$ cat config.mk
export PLATFORM = sky130hd
export DESIGN_NAME = source_text_tokenizer
export DESIGN_NICKNAME = d
export VERILOG_FILES = /design/src/rtl/stt_pkg.sv /design/src/rtl/stt_scanner.sv /design/src/rtl/stt_out_queue.sv /design/src/rtl/source_text_tokenizer.sv
export VERILOG_INCLUDE_DIRS = /design/src /design/src/rtl
export SDC_FILE = /design/constraint.sdc
export NUM_CORES = 1
export LEC_CHECK = 0
export BUFFER_PORTS_ARGS = -buffer_cell sky130_fd_sc_hd__buf_2
export CELL_PAD_IN_SITES_DETAIL_PLACEMENT = 0
export CELL_PAD_IN_SITES_GLOBAL_PLACEMENT = 1
export CORE_ASPECT_RATIO = 0.5
export CORE_MARGIN = 4
export CORE_UTILIZATION = 49
export CTS_CLUSTER_DIAMETER = 60
export CTS_CLUSTER_SIZE = 20
export DETAILED_ROUTE_END_ITERATION = 16
export GPL_TIMING_DRIVEN = 0
export PLACE_DENSITY = 0.89
export SLEW_MARGIN = 20
export SYNTH_ARGS = -nofsm -noshare
export SYNTH_HDL_FRONTEND = slang
export SYNTH_SLANG_ARGS = --single-unit
$ cat constraint.sdc
create_clock -name clock -period 8.05 [get_ports clock]
set_input_delay 0.4025 -clock clock [delete_from_list [all_inputs] [get_ports clock]]
set_output_delay 0.4025 -clock clock [all_outputs]
set_load 0.02 [all_outputs]
$ cat src/rtl/source_text_tokenizer_macros.svh
// Assertion macros for the source text tokenizer.
// Uses the clock and reset names of the module that includes it.
`ifndef SOURCE_TEXT_TOKENIZER_MACROS_SVH
`define SOURCE_TEXT_TOKENIZER_MACROS_SVH
`ifndef NO_ASSERTIONS
`define STT_ASSERT_SAME(label, ante, cons) \
   label: assert property (@(posedge clock) disable iff (reset) (ante) |-> (cons)) \
      else $error("source_text_tokenizer: same-cycle check failed");
`define STT_ASSERT_NEXT(label, ante, cons) \
   label: assert property (@(posedge clock) disable iff (reset) (ante) |=> (cons)) \
      else $error("source_text_tokenizer: next-cycle check failed");
`else
`define STT_ASSERT_SAME(label, ante, cons)
`define STT_ASSERT_NEXT(label, ante, cons)
`endif
`endif

$ cat src/rtl/stt_pkg.sv
// Shared types, constants and the keyword table of the source text tokenizer.
// No dependencies.
package stt_pkg;

   localparam int POS_BITS       = 16;
   localparam int OUT_BITS       = 16;
   localparam int KW_MAX_LEN     = 9;
   localparam int KW_COUNT       = 10;
   localparam int KW_IDX_BITS    = $clog2(KW_MAX_LEN);
   localparam int KW_CNT_BITS    = $clog2(KW_MAX_LEN + 2);
   localparam int MAX_RESULTS    = 3;
   localparam int REQ_DATA_BITS  = 8;
   localparam int RSP_DATA_BITS  = 40;
   localparam int RSP_USER_BITS  = 5;

   localparam logic [3:0] NO_KEYWORD = 4'd10;

   typedef logic [POS_BITS-1:0] pos_type;
   typedef logic [7:0] word_buf_type [KW_MAX_LEN];

   typedef enum logic [1:0] {
      MODE_IDLE,
      MODE_WORD,
      MODE_NUM,
      MODE_STR
   } mode_type;

   typedef enum logic [3:0] {
      KIND_KEYWORD   = 4'd0,
      KIND_IDENT     = 4'd1,
      KIND_ASSIGN    = 4'd2,
      KIND_STRING    = 4'd3,
      KIND_NUMBER    = 4'd4,
      KIND_SEMICOLON = 4'd5,
      KIND_DOT       = 4'd6,
      KIND_LPAREN    = 4'd7,
      KIND_RPAREN    = 4'd8,
      KIND_LBRACE    = 4'd9,
      KIND_RBRACE    = 4'd10,
      KIND_UNKNOWN   = 4'd11,
      KIND_END       = 4'd12
   } kind_type;

   typedef struct packed {
      logic                open_string;
      kind_type            kind;
      logic [3:0]          keyword_index;
      logic [OUT_BITS-1:0] start_position;
      logic [OUT_BITS-1:0] span_length;
      logic                last_result;
   } token_type;

   typedef struct packed {
      logic [1:0]                       count;
      token_type [MAX_RESULTS-1:0]      slot;
   } bundle_type;

   // Keyword text; each string literal is right-aligned, so the first character is in byte KW_LEN-1.
   localparam logic [KW_MAX_LEN*8-1:0] KW_TEXT [KW_COUNT] = '{
      "str", "int", "double", "float", "char",
      "in", {"array_", "str"}, {"array_", "int"}, "flow", "add"
   };
   localparam int KW_LEN [KW_COUNT] = '{3, 3, 6, 5, 4, 2, 9, 9, 4, 3};

   function automatic logic [7:0] kw_byte(input int k, input int i);
      logic [KW_MAX_LEN*8-1:0] shifted;
      shifted = '0;
      if (i < KW_LEN[k]) begin
         shifted = KW_TEXT[k] >> (8 * (KW_LEN[k] - 1 - i));
      end
      return shifted[7:0];
   endfunction

   function automatic logic [3:0] kw_lookup(input word_buf_type chars,
                                            input logic [KW_CNT_BITS-1:0] count);
      logic [3:0] idx;
      logic       hit;
      idx = NO_KEYWORD;
      for (int k = KW_COUNT - 1; k >= 0; k--) begin
         hit = (count == KW_CNT_BITS'(KW_LEN[k]));
         for (int i = 0; i < KW_MAX_LEN; i++) begin
            if (i < KW_LEN[k] && chars[i] != kw_byte(k, i)) begin
               hit = 1'b0;
            end
         end
         if (hit) begin
            idx = 4'(k);
         end
      end
      return idx;
   endfunction

   function automatic logic [OUT_BITS-1:0] sat_out(input pos_type v);
      if ((v >> OUT_BITS) != '0) begin
         return '1;
      end
      return OUT_BITS'(v);
   endfunction

endpackage

$ cat src/rtl/stt_scanner.sv
// Scanner state and the per-byte token logic of the source text tokenizer.
// Depends on stt_pkg; produces a bundle of up to three tokens per byte.
module stt_scanner
   import stt_pkg::*;
(
   input  logic       clock,
   input  logic       reset,
   input  logic       accept,
   input  logic [7:0] char_byte,
   input  logic       final_byte,
   output bundle_type bundle
);

   mode_type                mode_ff, mode_in;
   pos_type                 start_ff, start_in;
   pos_type                 pos_ff, pos_in;
   logic [KW_CNT_BITS-1:0]  count_ff, count_in;
   word_buf_type            word_chars_ff, word_chars_in;

   function automatic logic is_alpha(input logic [7:0] c);
      return c inside {["A":"Z"], ["a":"z"]};
   endfunction

   function automatic logic is_digit(input logic [7:0] c);
      return c inside {["0":"9"]};
   endfunction

   function automatic logic is_space(input logic [7:0] c);
      return c inside {8'h20, [8'h09:8'h0D]};
   endfunction

   function automatic token_type make_token(input kind_type kind, input logic [3:0] kw,
                                            input pos_type start, input pos_type span,
                                            input logic open, input logic last);
      token_type t;
      t.kind           = kind;
      t.keyword_index  = kw;
      t.start_position = sat_out(start);
      t.span_length    = sat_out(span);
      t.open_string    = open;
      t.last_result    = last;
      return t;
   endfunction

   always_ff @(posedge clock) begin
      if (reset) begin
         mode_ff  <= MODE_IDLE;
         start_ff <= '0;
         pos_ff   <= '0;
         count_ff <= '0;
      end else if (accept) begin
         mode_ff  <= mode_in;
         start_ff <= start_in;
         pos_ff   <= pos_in;
         count_ff <= count_in;
      end
   end

   // The word buffer is only read below the fill count, so it needs no reset.
   always_ff @(posedge clock) begin
      if (accept) begin
         word_chars_ff <= word_chars_in;
      end
   end

   always_comb begin
      pos_type    np;
      logic       done;
      logic [1:0] n;
      logic [3:0] kw_old;
      logic [3:0] kw_new;
      kind_type   single;

      np     = (pos_ff != '1) ? pos_ff + 1'b1 : pos_ff;
      done   = 1'b0;
      n      = '0;
      kw_old = kw_lookup(word_chars_ff, count_ff);
      kw_new = NO_KEYWORD;
      single = KIND_UNKNOWN;
      bundle = '0;

      mode_in       = mode_ff;
      start_in      = start_ff;
      count_in      = count_ff;
      word_chars_in = word_chars_ff;

      // Continue or close the token in progress.
      case (mode_ff)
         MODE_WORD: begin
            if (is_alpha(char_byte) || is_digit(char_byte) || char_byte == "_") begin
               done = 1'b1;
               if (count_ff < KW_CNT_BITS'(KW_MAX_LEN)) begin
                  word_chars_in[count_ff[KW_IDX_BITS-1:0]] = char_byte;
               end
               if (count_ff <= KW_CNT_BITS'(KW_MAX_LEN)) begin
                  count_in = count_ff + 1'b1;
               end
            end else begin
               bundle.slot[n] = make_token((kw_old != NO_KEYWORD) ? KIND_KEYWORD : KIND_IDENT,
                                           kw_old, start_ff, pos_ff - start_ff, 1'b0, 1'b0);
               n = n + 1'b1;
               mode_in = MODE_IDLE;
            end
         end
         MODE_NUM: begin
            if (is_digit(char_byte) || char_byte == ".") begin
               done = 1'b1;
            end else begin
               bundle.slot[n] = make_token(KIND_NUMBER, NO_KEYWORD, start_ff,
                                           pos_ff - start_ff, 1'b0, 1'b0);
               n = n + 1'b1;
               mode_in = MODE_IDLE;
            end
         end
         MODE_STR: begin
            done = 1'b1;
            if (char_byte == "\"") begin
               bundle.slot[n] = make_token(KIND_STRING, NO_KEYWORD, start_ff,
                                           np - start_ff, 1'b0, 1'b0);
               n = n + 1'b1;
               mode_in = MODE_IDLE;
            end
         end
         default: begin
         end
      endcase

      // A byte not absorbed above starts a new token.
      if (!done && !is_space(char_byte)) begin
         if (is_alpha(char_byte) || char_byte == "_") begin
            mode_in          = MODE_WORD;
            start_in         = pos_ff;
            word_chars_in[0] = char_byte;
            count_in         = KW_CNT_BITS'(1);
         end else if (is_digit(char_byte)) begin
            mode_in  = MODE_NUM;
            start_in = pos_ff;
         end else if (char_byte == "\"") begin
            mode_in  = MODE_STR;
            start_in = pos_ff;
         end else begin
            case (char_byte)
               "=":     single = KIND_ASSIGN;
               ";":     single = KIND_SEMICOLON;
               ".":     single = KIND_DOT;
               "(":     single = KIND_LPAREN;
               ")":     single = KIND_RPAREN;
               "{":     single = KIND_LBRACE;
               "}":     single = KIND_RBRACE;
               default: single = KIND_UNKNOWN;
            endcase
            bundle.slot[n] = make_token(single, NO_KEYWORD, pos_ff, pos_type'(1), 1'b0, 1'b0);
            n = n + 1'b1;
         end
      end

      pos_in = np;

      // On the last byte, flush the open token, add the end marker and restart.
      if (final_byte) begin
         kw_new = kw_lookup(word_chars_in, count_in);
         case (mode_in)
            MODE_WORD: begin
               bundle.slot[n] = make_token((kw_new != NO_KEYWORD) ? KIND_KEYWORD : KIND_IDENT,
                                           kw_new, start_in, np - start_in, 1'b0, 1'b0);
               n = n + 1'b1;
            end
            MODE_NUM: begin
               bundle.slot[n] = make_token(KIND_NUMBER, NO_KEYWORD, start_in,
                                           np - start_in, 1'b0, 1'b0);
               n = n + 1'b1;
            end
            MODE_STR: begin
               bundle.slot[n] = make_token(KIND_STRING, NO_KEYWORD, start_in,
                                           np - start_in, 1'b1, 1'b0);
               n = n + 1'b1;
            end
            default: begin
            end
         endcase
         bundle.slot[n] = make_token(KIND_END, NO_KEYWORD, np, '0, 1'b0, 1'b1);
         n = n + 1'b1;
         mode_in  = MODE_IDLE;
         start_in = '0;
         pos_in   = '0;
         count_in = '0;
      end

      bundle.count = n;
   end

endmodule

$ cat src/rtl/stt_out_queue.sv
// Result register of the source text tokenizer: holds one byte's token bundle
// and hands its tokens out one per cycle while the result side is ready. Depends on stt_pkg.
module stt_out_queue
   import stt_pkg::*;
(
   input  logic       clock,
   input  logic       reset,
   input  logic       load,
   input  bundle_type bundle,
   output logic       load_ready,
   output logic       token_valid,
   output token_type  token,
   input  logic       token_ready
);

   logic                        valid_ff;
   logic [1:0]                  count_ff;
   logic [1:0]                  idx_ff;
   token_type [MAX_RESULTS-1:0] slot_ff;
   logic                        last_slot;

   assign last_slot   = (idx_ff == count_ff - 1'b1);
   assign load_ready  = !valid_ff || (token_ready && last_slot);
   assign token_valid = valid_ff;
   assign token       = slot_ff[idx_ff];

   always_ff @(posedge clock) begin
      if (reset) begin
         valid_ff <= 1'b0;
         idx_ff   <= '0;
         count_ff <= '0;
      end else if (load) begin
         valid_ff <= (bundle.count != '0);
         idx_ff   <= '0;
         count_ff <= bundle.count;
      end else if (valid_ff && token_ready) begin
         if (last_slot) begin
            valid_ff <= 1'b0;
         end else begin
            idx_ff <= idx_ff + 1'b1;
         end
      end
   end

   always_ff @(posedge clock) begin
      if (load) begin
         slot_ff <= bundle.slot;
      end
   end

endmodule

$ cat src/rtl/source_text_tokenizer.sv
// Source text tokenizer: one source byte per transaction in, tokens out.
// The first token of a byte shows on the result port, from the result register, in the cycle after the byte.
// Bytes are taken one per cycle while each causes at most one token and results are taken; a byte
// that causes two or three tokens holds the input until the result register hands out its last one.
// Reset (synchronous, active high) clears the scanner state and the result register.
`include "source_text_tokenizer_macros.svh"
module source_text_tokenizer
   import stt_pkg::*;
(
   input  logic                     clock,
   input  logic                     reset,
   input  logic                     req_tvalid,
   output logic                     req_tready,
   input  logic [REQ_DATA_BITS-1:0] req_tdata,  // [7:0] char_byte
   input  logic                     req_tlast,  // final_byte
   output logic                     rsp_tvalid,
   input  logic                     rsp_tready,
   output logic [RSP_DATA_BITS-1:0] rsp_tdata,  // [3:0] keyword_index, [19:4] start_position,
                                                // [35:20] span_length, [39:36] zero
   output logic [RSP_USER_BITS-1:0] rsp_tuser,  // [3:0] token_kind, [4] open_string
   output logic                     rsp_tlast   // last_result
);

   logic       accept;
   bundle_type bundle;
   token_type  token;

   assign accept = req_tvalid && req_tready;

   stt_scanner u_scanner (
      .clock      (clock),
      .reset      (reset),
      .accept     (accept),
      .char_byte  (req_tdata[7:0]),
      .final_byte (req_tlast),
      .bundle     (bundle)
   );

   stt_out_queue u_out_queue (
      .clock       (clock),
      .reset       (reset),
      .load        (accept),
      .bundle      (bundle),
      .load_ready  (req_tready),
      .token_valid (rsp_tvalid),
      .token       (token),
      .token_ready (rsp_tready)
   );

   assign rsp_tdata = {4'b0000, token.span_length, token.start_position, token.keyword_index};
   assign rsp_tuser = {token.open_string, token.kind};
   assign rsp_tlast = token.last_result;

   `STT_ASSERT_SAME(a_end_marker_shape, rsp_tvalid && rsp_tlast, rsp_tuser[3:0] == KIND_END && rsp_tdata[35:20] == '0)
   `STT_ASSERT_SAME(a_open_only_on_string, rsp_tvalid && rsp_tuser[4], rsp_tuser[3:0] == KIND_STRING)
   `STT_ASSERT_NEXT(a_final_gives_result, accept && req_tlast, rsp_tvalid)
   `STT_ASSERT_SAME(a_stall_only_when_busy, !req_tready, rsp_tvalid)

endmodule

; ---- After elaboration in Yosys (flattened, before gate mapping)
; Cells that the tools add are included.
[word_totals]
reg_bits = 241
input_bits = 13
out_inout_bits = 48
elab_cells = 473
[classes]
bitwise = 2
add_sub_neg = 10
mux = 277
magnitude_cmp = 19
reduce_logical = 29
n_eq_ne = 102
[op_table]
columns = cell, n
row1 = $mux 126, 6
row2 = $bwmux 126, 5
row3 = $mux 16, 38
row4 = $pmux 126 s3, 1
row5 = $mux 8, 39
row6 = $ne 8x8->1, 36
row7 = $ne 8x7->1 const B, 34
row8 = $demux 42 s2, 3
row9 = $mux 72, 3
row10 = $mux 42, 4
row11 = $pmux 41 s3, 1
row12 = $mux 1, 121
row13 = $mux 4, 28
row14 = $bmux 42 s2, 1
row15 = $bwmux 72, 1
row16 = $eq 8x6->1 const B, 7
row17 = $sub 16x16->16, 3
row18 = $mux 41, 1
row19 = $mux 40, 1
row20 = $mux 39, 1
row21 = $mux 2, 18
row22 = $demux 8 s4, 1
row23 = $pmux 4 s7, 1
row24 = $eq 4x3->1 const B, 6
row25 = other kinds (38), 79

; ---- Depth between registers and ports, before layout
; Gate-level depths: netlist of the first run.
[logic_depth]
word_depth = 38
ltp_mapped = 23
depth_no_buf = 21

; ---- By module
; From an unflattened synthesis of the first run, not the netlist that was laid out.
[hier_totals]
cells_unflattened = 1913
hier_area_um2 = 17040.1
[by_module_without_submodules]
columns = mod, seq_area_each_um2, area_per_inst_um2, instances, cells_each
row1 = stt_scanner, 2922.8, 12071.6, 1, 1611
row2 = stt_out_queue, 3883.7, 4928.5, 1, 296
row3 = source_text_tokenizer, 0.0, 40.0, 1, 6

; ---- Worst setup path after synthesis of the first run
; No wires, ideal clock.
[synth_path]
path_type = register to register
from = register u_out_queue.idx_ff[1]
to = register u_scanner.count_ff[1]
path_buffers = 2
slack_ps = 736
setup_ps = 75
required_ps = 7975
synth_period_minus_slack_ps = 7314
t_arrival_ps = 7239
path_stages_with_launch = 12
path_cell_list = dfxtp_1 clkbuf_1 xor2_1 o22ai_1 nand2_1 nand2_1 nand2_1 clkinv_1 nor2_1 clkbuf_1 a21oi_1 o22ai_1
[synth_via]
elab_chain_cells = 4
[synth_rtl]
columns = element, line
row1 = start: declaration, stt_out_queue.sv:18  ; logic [1:0] idx_ff;
row2 = start signal: assignment, stt_out_queue.sv:40  ; idx_ff <= idx_ff + 1'b1;
row3 = $eq 2x2->1, stt_out_queue.sv:22  ; assign last_slot = (idx_ff == count_ff - 1'b1);
row4 = $logic_and 1x1->1, stt_out_queue.sv:23  ; assign load_ready = !valid_ff || (token_ready && last_slot);
row5 = $logic_or 1x1->1, stt_out_queue.sv:23
row6 = named net req_tready, source_text_tokenizer.sv:13  ; output logic req_tready,
row7 = $logic_and 1x1->1, source_text_tokenizer.sv:28  ; assign accept = req_tvalid && req_tready;
row8 = named net accept, source_text_tokenizer.sv:24  ; logic accept;
row9 = end signal: assignment, stt_scanner.sv:55  ; count_ff <= count_in;
row10 = end: declaration, stt_scanner.sv:17  ; logic [KW_CNT_BITS-1:0] count_ff, count_in;
; The timed path passes the listed nets, and every way through them passes these cells.
; A chain may end at the register's enable or synchronous reset.

==> run_results.csv, run 1 <==
group,metric,value,unit
run_status,status,"finished, final reports clean",
grt,grt.total_usage,0.306,
die,start_util,0.499,
route,ant_nets,0,
die,io_pins,61,
worst_setup_path,required,8390,ps
worst_setup_path,cp-end-kind,"flop",
cells_and_area,antenna_cells,0,
worst_setup_path,slowest_delay,760,ps
place,pre_cts_ws,1050,ps
cts,insertion_delay,560,ps
flow_run,drv_cap,0,
place,dpl_cell_area,0.0174,mm²
worst_setup_path,crit_path_top_delay_cell,"nor2_1",
yosys,yosysWarnings,0,
die,die-area,0.0370,mm²
sta,period_minus_slack,6700,ps
die,num_rows,47,
sta,hold_violations,0,
power,p_sw,863,µW
power,pwr-share-seq,0.502,
sta,fin_crit_sh,0.833,
die,die_w,268,µm
yosys,synthCells,1811,
sta,slew_violations,0,
yosys,synth.avg_cell_area,9.14,µm²
grt,antenna_found_initial,1,
sta,rsz0062_at_grt,"false",
cts,cts_max_path_buffers,3,
yosys,ys_seq_area_frac,0.408,
worst_setup_path,crit_chain,"buf_2 -> clkbuf_1 -> and4bb_2 -> and2_1 -> nor3_1 -> o21ai_1 -> a21boi_2 -> inv_1 -> clkbuf_1 -> ha_1 -> mux2i_2 -> inv_1 -> ha_1 -> nor2_1 -> nor2_1 -> ha_1 -> nand2_1 -> inv_1 -> nor2_1 -> buf_2 -> nand2_1 -> o221ai_1",
route,drt-met1-wl,24.8,mm
sta,setup_ws,1350,ps
route,wl_met3,5.28,mm
sta,fin_skew,45.2,ps
yosys,async_flop_share,0,
route,viasPerCell,6.39,
route,wirelength,57.8,mm
worst_setup_path,worst-path-max-fanout,10,
cells_and_area,final_cell_mix,"nand2_1, edfxtp_1, nor2_1, o21ai_0, clkbuf_1",
place,io_buffers,54,
yosys,ys_types,100,
grt,grt_max_degree,84,
cts,post_cts_buffers,0,
route,routed-wl-met2,25.4,mm
cells_and_area,utilization,0.545,
cts,htree_levels,1,
cells_and_area,layout_commonest_cell,"nand2_1",
cells_and_area,drive_gt1_frac,0.103,
die,die_h,138,µm
sta,max_freq,149,MHz
cells_and_area,synthToLayoutAreaGrowth,9.17,%
power,clockPowerShare,0.339,
cells_and_area,fin_area,0.0181,mm²
place,gp_congestion,0.972,
cts,cts.hold.buffers_added,0,
route,highest_layer,"met5",
power,vdd_drop_max,0.174,mV
cells_and_area,final_nets,1964,
route,drc,0,
yosys,synth_edf_count,196,
cts,ctsResizeCount,0,
cts,clockRootBuffer,"clkbuf_16",
sta,setup_viol,0,
power,power_leakage,0.00633,µW
power,p_sw_frac,0.292,
worst_setup_path,crit_type,"in2reg",
power,p_per_area,164,mW/mm²
route,vias,15000,
power,internal-power,2100,µW
route,first_pass_iters,6,
sta,relSlewSlack,0.254,
cts,clk_pin_slew,80,ps
hold_path,hp-class,"in2reg",
worst_setup_path,worstPathArrival,7040,ps
yosys,synth-seq-cells,239,
power,combPwrFrac,0.159,
cts,numCtsBuffers,18,
grt,overflow,0,
worst_setup_path,startpoint_type,"input port",
sta,worstMarginPinSlew,1120,ps
cts,numClockSinks,239,
die,coreArea,0.0332,mm²
grt,grt_first_pass_wirelength,85.6,mm
route,wl_per_cell,24.7,µm
place,dp_hpwl,43.0,mm
cts,cts_tree,"done",
grt,grt_pass1_vias,13800,
route,drtIter0Drc,1947,
yosys,syn_area,0.0166,mm²
yosys,synth_ff_type,"edfxtp_1",
[state kept, by name, indices dropped and copies added (netlist names), 2 cells and up]
signal,count
u_scanner.word_chars_ff,72
u_scanner.pos_ff,16
u_out_queue.slot_ff,124
u_out_queue.count_ff,2
u_scanner.start_ff,16
u_scanner.mode_ff,2
u_scanner.count_ff,4
u_out_queue.idx_ff,2
[worst max-delay path, delay by kind of cell]
family / cells / cell delay [ps]
multiplexers: 1 / 330
adder cells (fa/ha/maj): 3 / 920
buffers and inverters: 7 / 2380
AND/OR/NAND/NOR: 8 / 2460
AO/OA/AOI/OAI: 3 / 550
[Yosys cell counts (all sizes together) (9+ instances only)]
cell type | count | area, µm²
nand3 | 82 | 410
nor2 | 139 | 532
nor2b | 20 | 125
a21oi | 67 | 350
o221ai | 23 | 201
edfxtp | 196 | 5890
nand4b | 9 | 78.8
xor2 | 24 | 210
o211ai | 9 | 67.6
o31ai | 10 | 75.1
xnor2 | 32 | 280
or3 | 9 | 56.3
a31oi | 16 | 121
nand3b | 11 | 86.3
and3 | 24 | 150
ha | 58 | 726
nor4 | 21 | 150
inv | 61 | 229
and2 | 21 | 131
dfxtp | 43 | 861
a22oi | 10 | 75.1
o21ai | 142 | 722
a22o | 9 | 78.8
buf | 37 | 236
a211oi | 16 | 125
nand2b | 24 | 150
mux2i | 80 | 805
nand4 | 28 | 175
o22ai | 40 | 250
clkbuf | 82 | 308
nand2 | 232 | 873
a21o | 19 | 150
mux2 | 41 | 462
nor3 | 51 | 260
[final cells by class]
cell class / instances / area (µm²)
inverters: 62 / 238
plain buffers: 119 / 544
clock inverters: 9 / 138
well taps: 441 / 552
repair buffers: 56 / 325
multi-input cells: 1394 / 9040
fillers: 3119 / 15100
clock buffers: 22 / 487
flip-flops and latches: 239 / 6750
[metal layers]
metal,up-vias,track usage
li1,6915,-
met3,139,0.0608
met1,7158,0.422
met5,-,0
met2,754,0.486
met4,2,0.106
[path summary, 6_finish.rpt]
check / start / end / slack, ps / cells past startpoint
worst max-delay path: req_tdata[6] / u_out_queue.slot_ff[31] / 1350 / 22
worst min-delay path: req_tvalid / u_out_queue.token_valid / 140 / 3
worst max register to register: u_scanner.mode_ff[0] / u_out_queue.slot_ff[31] / 1840 / 19
worst min register to register: u_out_queue.count_ff[1] / u_out_queue.count_ff[1] / 520 / 2
[power groups by stage]
stage	clock network [µW]	logic [µW]	registers, µW
after detailed placement	0	461	1510
after global placement	0	452	1530
after floorplan	0	303	1510
final	1000	472	1480
after global routing	1070	504	1490
after CTS	1020	463	1480
[per-stage QoR]
stage | power, µW | TNS (ps) | std cells | hold WS [ps]
4_1_cts | 2960 | 0 | 2342 | 130
5_1_grt | 3060 | 0 | 2342 | 153
3_3_place_gp | 1980 | -331570 | 2309 | 508
2_1_floorplan | 1820 | 0 | 1814 | 488
3_5_place_dp | 1970 | 0 | 2311 | 512
6_report | 2960 | 0 | 2342 | 142
[cell families after synthesis]
| logic type | Yosys count | synth area share |
|---|---|---|
| buf+inv | 181 | 0.0469 |
| other cells | 1 | 0.000227 |
| fa+ha+maj | 61 | 0.0475 |
| flops | 239 | 0.408 |
| xor+xnor | 56 | 0.0296 |
| simple gates | 715 | 0.215 |
| compound gates | 437 | 0.177 |
| mux | 121 | 0.0765 |
No activity file was read; power rests on OpenSTA's default activity.
==> inputs of run 2 (changes only) <==
- CORE_UTILIZATION: 49 -> 45
- PLACE_DENSITY: 0.89 -> 0.86
- clock period: 8.05 -> 5.9 ns (I/O delays scaled with it)
==> run_results.csv, run 2 (same netlist as run 1, synthesis figures left out) <==
group,metric,value,unit
hold_path,whs_endpoint,"u_out_queue.token_valid",
die,io_pins,61,
flow_run,drv_cap,0,
grt,grt_max_degree,144,
sta,slew_violations,0,
cts,numCtsBuffers,19,
cts,insertion_delay,540,ps
sta,fin_crit_sh,0.968,
place,io_buffers,54,
route,drtIter0Drc,1710,
power,power_leakage,0.00633,µW
worst_setup_path,r2r_start,"u_scanner.pos_ff[4]",
cells_and_area,utilization,0.503,
sta,max_freq,175,MHz
route,viasPerCell,6.31,
route,first_pass_iters,8,
cells_and_area,final_nets,1963,
sta,hold_violations,0,
die,start_util,0.458,
die,coreArea,0.0361,mm²
cts,htree_levels,1,
sta,worstMarginPinSlew,1110,ps
place,dp_hpwl,42.6,mm
cts,cts_max_path_buffers,3,
cts,clk_pin_slew,80,ps
cells_and_area,fin_cells,2386,
worst_setup_path,reg2reg_setup_slack,270,ps
sta,period_minus_slack,5710,ps
route,drc,0,
cts,ctsResizeCount,5,
sta,setup_viol,0,
worst_setup_path,crit_type,"in2reg",
cells_and_area,regMostFlops,"u_out_queue.slot_ff",
cts,cts.hold.buffers_added,0,
cells_and_area,top_regs,"u_out_queue.slot_ff (124), u_scanner.word_chars_ff (72)",
sta,fin_skew,11.6,ps
cells_and_area,synthToLayoutAreaGrowth,9.63,%
grt,grt.total_usage,0.282,
cts,clockRootBuffer,"clkbuf_16",
route,wirelength,57.9,mm
grt,grt_pass1_vias,14200,
cells_and_area,layout_commonest_cell,"nand2_1",
run_status,status,"finished, final reports clean",
cts,cts_tree,"done",
grt,antenna_found_initial,0,
die,die_h,144,µm
die,num_rows,49,
grt,grt_first_pass_wirelength,87.5,mm
die,die_w,279,µm
place,placed_cells,2353,
power,vdd_drop_max,0.174,mV
hold_path,hold_depth,3,
die,die-area,0.0401,mm²
hold_path,hold_path_startpoint,"req_tvalid",
cts,numClockSinks,239,
route,ant_nets,0,
worst_setup_path,reg2reg_depth,18,
place,gp_congestion,1.01,
worst_setup_path,worstPathArrival,6040,ps
worst_setup_path,worst-path-max-fanout,12,
worst_setup_path,startpoint_type,"input port",
worst_setup_path,required,6230,ps
worst_setup_path,r2r_end,"u_out_queue.slot_ff[11]",
cells_and_area,antenna_cells,0,
power,p_per_area,220,mW/mm²
cts,post_cts_buffers,0,
worst_setup_path,cp-end-kind,"flop",
hold_path,hp-class,"in2reg",
cells_and_area,drive_gt1_frac,0.111,
cells_and_area,largest_reg_flops,124,
route,vias,15100,
cells_and_area,final_cell_mix,"nand2_1, edfxtp_1, nor2_1, o21ai_0, nand3_1",
grt,overflow,0,
route,wl_per_cell,24.3,µm
sta,relSlewSlack,0.260,
==> run 2: cell types whose count changed in the layout (fill, tap and decap cells not counted), sizes merged <==
cell      previous run  this run
bufinv               2         0
buf                 93        91
inv                 64        66
clkinv               4         6
clkinvlp             1         2
==> run 2: cell type report <==
| cell class | count | area (µm²) |
|---|---|---|
| inverter | 62 | 245 |
| clock inverter | 12 | 115 |
| sequential | 239 | 6750 |
| timing repair buffer | 55 | 298 |
| tap | 484 | 606 |
| buffer | 118 | 553 |
| fill | 3444 | 18000 |
| clock buffer | 22 | 487 |
| multi-input combinational | 1394 | 9100 |
==> run 2: metrics by stage <==
step	hold WS (ps)	worst slack, ps	TNS, ps	power (µW)	cell area, µm²
floorplan	455	958	0	2470	16600
global placement	513	-929	-62970	2690	17400
detailed placement	509	-1020	-61510	2690	17500
CTS	38.4	82.6	0	4000	18100
global route	81.0	-54.8	-55.5	4130	18100
finish	52.1	189	0	3990	18100
==> run 2: how the worst max path moves through the flow <==
stage | depth (start not counted) | endpoint | slack (ps) | start
after floorplan | 22 | u_out_queue.slot_ff[15] | 960 | req_tdata[3]
after global placement | 12 | u_scanner.count_ff[1] | -930 | u_out_queue.idx_ff[1]
after detailed placement | 22 | u_out_queue.slot_ff[50] | -1020 | req_tdata[6]
after CTS | 19 | u_out_queue.slot_ff[15] | 80 | u_scanner.pos_ff[6]
after global routing | 20 | u_out_queue.slot_ff[16] | -50 | u_scanner.pos_ff[4]
final | 21 | u_out_queue.slot_ff[23] | 190 | req_tdata[6]
==> run 2: worst max-delay path: stages <==
cell	delay, ps
buf_2	230
or4b_1	690
nor3_1	330
nor3_1	150
o21ai_1	230
a21boi_4	380
inv_1	230
clkbuf_2	340
ha_1	390
mux2i_2	350
inv_1	130
ha_1	290
nor2_1	100
nor2_1	80
ha_1	270
nand2_1	400
inv_1	260
nor2_4	340
buf_2	340
nand2_1	80
o221ai_1	120
==> run 2: power by group <==
group          total [µW]  internal (µW)  leakage, µW  switching, µW
logic                 643            191      0.00377            451
clock network        1320            624     0.000286            700
registers            2030           1970      0.00228           57.7
==> run 2: metal layers <==
metal	vias up	wire length [µm]	GRT usage
met1	7243	25000	0.387
met4	0	2430	0.102
met3	146	5040	0.0554
li1	6908	-	-
met2	760	25500	0.450
met5	-	0	0
